File: config.mk
export PLATFORM = sky130hd
export DESIGN_NAME = emst_ctrl
export DESIGN_NICKNAME = d
export VERILOG_FILES = /design/src/design/emst_pkg.sv /design/src/design/emst_ctrl.sv
export VERILOG_INCLUDE_DIRS = /design/src /design/src/design
export SDC_FILE = /design/constraint.sdc
export NUM_CORES = 1
export LEC_CHECK = 0
export BUFFER_PORTS_ARGS = -buffer_cell sky130_fd_sc_hd__clkbuf_2
export CAP_MARGIN = 20
export CORE_MARGIN = 5
export CORE_UTILIZATION = 44
export CTS_CLUSTER_DIAMETER = 40
export CTS_CLUSTER_SIZE = 14
export DETAILED_ROUTE_END_ITERATION = 8
export GPL_TIMING_DRIVEN = 0
export MAX_ROUTING_LAYER = met4
export SYNTH_ARGS = -nofsm -noshare
export SYNTH_HDL_FRONTEND = slang
export SYNTH_SLANG_ARGS = --single-unit
File: constraint.sdc
create_clock -name clk -period 4.9 [get_ports clk]
set_input_delay 1.225 -clock clk [delete_from_list [all_inputs] [get_ports clk]]
set_output_delay 1.225 -clock clk [all_outputs]
set_load 0.05 [all_outputs]
File: src/design/euclidean_mst_total_length_defines.svh
// Assertion helpers used by the controller.
`ifndef EUCLIDEAN_MST_TOTAL_LENGTH_DEFINES_SVH
`define EUCLIDEAN_MST_TOTAL_LENGTH_DEFINES_SVH

// Consequent must hold in the same cycle as the antecedent.
`define EMST_ASSERT_NOW(lbl, ante, cons, msg) \
  lbl: assert property (@(posedge clk) disable iff (rst) (ante) |-> (cons)) \
    else $error(msg);

// Consequent must hold in the cycle after the antecedent.
`define EMST_ASSERT_NEXT(lbl, ante, cons, msg) \
  lbl: assert property (@(posedge clk) disable iff (rst) (ante) |=> (cons)) \
    else $error(msg);

`endif

File: src/design/emst_pkg.sv
package emst_pkg;

  localparam int MAX_POINTS_DEF = 64;

  localparam int COORD_W = 24;
  localparam int DIFF_W  = COORD_W + 1;
  localparam int RT_W    = DIFF_W;
  localparam int SQ_W    = 2 * RT_W;
  localparam int TOT_W   = 32;

  localparam logic [TOT_W-1:0] TOT_MAX = {TOT_W{1'b1}};

  typedef struct packed {
    logic load_wr;
    logic load_pick0;
    logic init;
    logic issue;
    logic commit;
    logic out_load;
  } cmd_t;

  typedef struct packed {
    logic pipe_busy;
    logic sqrt_busy;
    logic sqrt_done;
  } sts_t;

endpackage

File: src/design/emst_ctrl.sv
`include "euclidean_mst_total_length_defines.svh"

module emst_ctrl #(
  parameter int MAX_POINTS = emst_pkg::MAX_POINTS_DEF,
  parameter int AW         = $clog2(MAX_POINTS)
) (
  input  logic           clk,
  input  logic           rst,
  input  logic           in_valid,
  output logic           in_ready,
  input  logic           is_last,
  output logic           out_valid,
  input  logic           out_ready,
  output logic           overflowed,
  output emst_pkg::cmd_t cmd,
  input  emst_pkg::sts_t sts,
  output logic [AW-1:0]  idx,
  output logic [AW-1:0]  widx
);
  import emst_pkg::*;

  localparam int CW = AW + 1;

  typedef enum logic [2:0] {IDLE, SWEEP, DRAIN, COMMIT, FINISH, DONE} state_t;

  state_t        state;
  logic [CW-1:0] count, n, k, sweep, nsum;
  logic          drop, ovf_pend, accept, room;

  assign in_ready = (state == IDLE);
  assign accept   = in_valid & in_ready;
  assign room     = count < CW'(MAX_POINTS);
  assign nsum     = count + CW'(room);
  assign widx     = count[AW-1:0];
  assign idx      = sweep[AW-1:0];

  always_comb begin
    cmd            = '0;
    cmd.load_wr    = accept & room;
    cmd.load_pick0 = accept & room & (count == '0);
    cmd.init       = accept & is_last;
    cmd.issue      = (state == SWEEP);
    cmd.commit     = (state == COMMIT) & !sts.sqrt_busy;
    cmd.out_load   = (state == DONE) & (!out_valid | out_ready);
  end

  always_ff @(posedge clk) begin
    if (rst) begin
      state     <= IDLE;
      count     <= '0;
      drop      <= 1'b0;
      out_valid <= 1'b0;
    end else begin
      if (cmd.out_load) begin
        out_valid  <= 1'b1;
        overflowed <= ovf_pend;
      end else if (out_valid && out_ready) begin
        out_valid <= 1'b0;
      end
      unique case (state)
        IDLE: begin
          if (accept) begin
            if (is_last) begin
              n        <= nsum;
              ovf_pend <= drop | !room;
              count    <= '0;
              drop     <= 1'b0;
              k        <= CW'(1);
              sweep    <= '0;
              state    <= (nsum < CW'(2)) ? DONE : SWEEP;
            end else if (room) begin
              count <= count + 1'b1;
            end else begin
              drop <= 1'b1;
            end
          end
        end
        SWEEP: begin
          sweep <= sweep + 1'b1;
          if (sweep == n - 1'b1) begin
            state <= DRAIN;
          end
        end
        DRAIN: begin
          if (!sts.pipe_busy) begin
            state <= COMMIT;
          end
        end
        COMMIT: begin
          if (!sts.sqrt_busy) begin
            k     <= k + 1'b1;
            sweep <= '0;
            state <= (k == n - 1'b1) ? FINISH : SWEEP;
          end
        end
        FINISH: begin
          if (!sts.sqrt_busy && !sts.sqrt_done) begin
            state <= DONE;
          end
        end
        DONE: begin
          if (!out_valid || out_ready) begin
            state <= IDLE;
          end
        end
        default: state <= IDLE;
      endcase
    end
  end

  `EMST_ASSERT_NOW(a_sweep_in_range, state == SWEEP, sweep < n, "sweep index past point count")
  `EMST_ASSERT_NOW(a_commit_drained, cmd.commit, !sts.pipe_busy, "commit while pipeline busy")
  `EMST_ASSERT_NEXT(a_done_idle, state == DONE, !sts.sqrt_busy && !sts.pipe_busy,
    "result taken while datapath busy")

endmodule

==> impl_metrics.env <==
export IMPL_status="finished, final reports clean"
export IMPL_grt_pass1_vias=1660
export IMPL_rrSetupSlack_ns=2.60
export IMPL_power_density_nw_per_um2=457
export IMPL_crit_type="input port to output port"
export IMPL_switching_share_pct=43.4
export IMPL_min_from="ovf_pend$_DFFE_PP_"
export IMPL_synth_area_top_cells="edfxtp_1 31%, dfxtp_1 11%, xnor2_1 7.0%"
export IMPL_grt_start_max_net_pins=12
export IMPL_drv_cap=0
export IMPL_grt_usage_pct=15.0
export IMPL_tightest_slew_ns=0.684
export IMPL_yosysWarnings=0
export IMPL_ir_worst_vdd_uv=322
export IMPL_worstPathArrival_ns=1.97
export IMPL_fin_skew_ns=0.00539
export IMPL_worstHoldPathType="flip-flop to flip-flop"
export IMPL_crit_path_max_fanout=3
export IMPL_cts_repair_resized=0
export IMPL_drive_gt1_share_pct=22.8
export IMPL_ys_seq_area_share_pct=41.3
export IMPL_cts_buffers=5
export IMPL_synth_edf_count=23
export IMPL_boundaryPins=29
export IMPL_clk_latency_ns=0.28
export IMPL_clkSinkCount=35
export IMPL_num_rows=26
export IMPL_yosysUniqueCellTypes=52
export IMPL_worstPathRequired_ns=3.67
export IMPL_syn_area_um2=2250
export IMPL_postCtsHoldBufs=0
export IMPL_drv_slew=0
export IMPL_crit_start="in_valid"
export IMPL_finalPower_uw=1180
export IMPL_r2r_start="n[0]$_DFFE_PP_"
export IMPL_worst_slack_ns=1.71
export IMPL_fin_crit_sh_pct=65.2
export IMPL_rsz0062_at_grt="false"
export IMPL_cp_endpoint="cmd[4]"
export IMPL_avgSynthCellArea_um2=9.43
export IMPL_drt_iter0_drc=36
export IMPL_p_comb_share_pct=45.8
export IMPL_n_antenna_cell=0
export IMPL_synth_top_cell_by_area="edfxtp_1"
export IMPL_rr_endpoint="state[0]$_SDFFE_PP0P_"
export IMPL_syn_nets=254
export IMPL_area_delta_synth_final_pct=14.3
export IMPL_internal_power_uw=667
export IMPL_r2r_cells=8
export IMPL_fin_nets=290
export IMPL_yosys_area_top_type_share_pct=30.6
export IMPL_grt_ovfl_total=0
export IMPL_synthTopCellsByCount="34 x nor2_1, 23 x edfxtp_1, 18 x xnor2_1"
export IMPL_hold_viol_final=0
export IMPL_fmax_mhz=313
export IMPL_layout_min_cycle_time_ns=3.19
export IMPL_utilization_pct=51.1
export IMPL_crit_path_end_kind="output port"
export IMPL_syn_inst=239
export IMPL_initial_utilization_pct=44.7
export IMPL_firstDrtPassIters=4
export IMPL_gp_congestion=0.836
export IMPL_post_cts_buffers=0
export IMPL_leakagePower_uw=0.00102
export IMPL_cts_root_buf="clkbuf_8"
export IMPL_htree_levels=2
export IMPL_via_count=1741
export IMPL_switching_power_uw=512
export IMPL_async_flop_share_pct=0
export IMPL_grt_pass1_wl_mm=7.42
export IMPL_ant_nets=0
export IMPL_dieArea_um2=6660
export IMPL_numPortBuffers=28
export IMPL_die_y_um=81.6
export IMPL_worstSetupStartpointType="input port"
export IMPL_antenna_found_initial=0
export IMPL_setup_viol_count_final=0
export IMPL_die_width_um=81.6
export IMPL_slew_headroom_pct=54.2
export IMPL_wl_mm=4.38
export IMPL_ys_ff_latch=35
export IMPL_path_clk_slew_ns=0.06
export IMPL_routedWlPerCell_um=12.7
export IMPL_cts_tree="done"
export IMPL_place_ws_ns=1.69
export IMPL_clkPwrFrac_pct=16.6
export IMPL_vias_per_cell=5.03
export IMPL_place_hpwl_mm=3.42
export IMPL_drc=0
export IMPL_synthFlopType="edfxtp_1"
export IMPL_clockBufferDepth=2
export IMPL_coreArea_um2=5040
export IMPL_finalSetupTns_ns=0
export IMPL_pwr_share_seq_pct=37.6
export IMPL_synth_most_common_cell="nor2_1"
## cell usage in the layout (no fill, tap or decap), drive strengths merged, types with 2 or more instances in the layout
master	n
or2	2
xor2	12
a22o	2
nor2b	2
nor3b	2
inv	13
and3	4
nor3	10
clkinv	2
edfxtp	23
ha	7
nand2	11
nor4	2
o21ai	7
a21oi	11
or3	2
dfxtp	12
a211oi	2
a2111oi	2
nand3	13
clkbuf	36
o211ai	3
nand2b	6
xnor2	19
buf	17
nand4	2
a211o	2
and2	3
nor2	34
## registers in the layout (all words and copies together), names as in the netlist
signal      flops
out_valid       1
k               7
drop            1
n               7
overflowed      1
sweep           7
state           3
ovf_pend        1
count           7
## metrics by stage
stage	hold slack (ns)	instance area, um^2	cells
after global routing	0.438	2580	346
after floorplan	0.400	2250	239
after CTS	0.425	2580	346
after global placement	0.414	2480	337
final	0.422	2580	346
after detailed placement	0.409	2500	338
## critical path, cell delays in order
cell and delay (ns):
clkbuf_2 0.10, nand2_1 0.06, nor2_1 0.14, and3_1 0.17
clkbuf_2 0.27
## power by group through the flow
stage | registers [uW] | logic, uW | clock network [uW]
finish | 444 | 539 | 196
global route | 453 | 589 | 215
CTS | 444 | 545 | 203
detailed placement | 451 | 541 | 0
global placement | 452 | 531 | 0
floorplan | 442 | 426 | 0
## cell type report
type                    count  area (um^2)
repair buffers             29          148
clock buffers               6         72.6
fillers                   500         2460
clock inverters             2         8.76
flip-flops and latches     35          931
inverters                  13         48.8
multi-input cells         172         1150
plain buffers              19          135
well taps                  70         87.6
## layer usage
layer	GRT usage, %	up-vias	wire length [um]
li1	-	898	-
met1	17.7	808	1940
met2	25.7	31	2260
met3	3.29	4	158
met4	4.49	0	35
met5	-	-	0
## worst min path at each step
stage / end / slack, ns / depth (start not counted)
global placement: overflowed$_DFFE_PP_ / 0.41 / 0
finish: overflowed$_DFFE_PP_ / 0.42 / 0
detailed placement: overflowed$_DFFE_PP_ / 0.41 / 0
global route: overflowed$_DFFE_PP_ / 0.44 / 0
CTS: overflowed$_DFFE_PP_ / 0.43 / 0
floorplan: overflowed$_DFFE_PP_ / 0.40 / 0
## cell families after synthesis
logic type,after synthesis,synth area share (%)
buffers and inverters,32,8.16
and+or+nand+nor,96,22.6
adders and majority gates,7,3.88
AOI/OAI and AO/OA,37,11.2
DFF,35,41.3
muxes,1,0.444
xor gates and xnor gates,31,12.4
No activity file was read; power rests on OpenSTA's default activity.
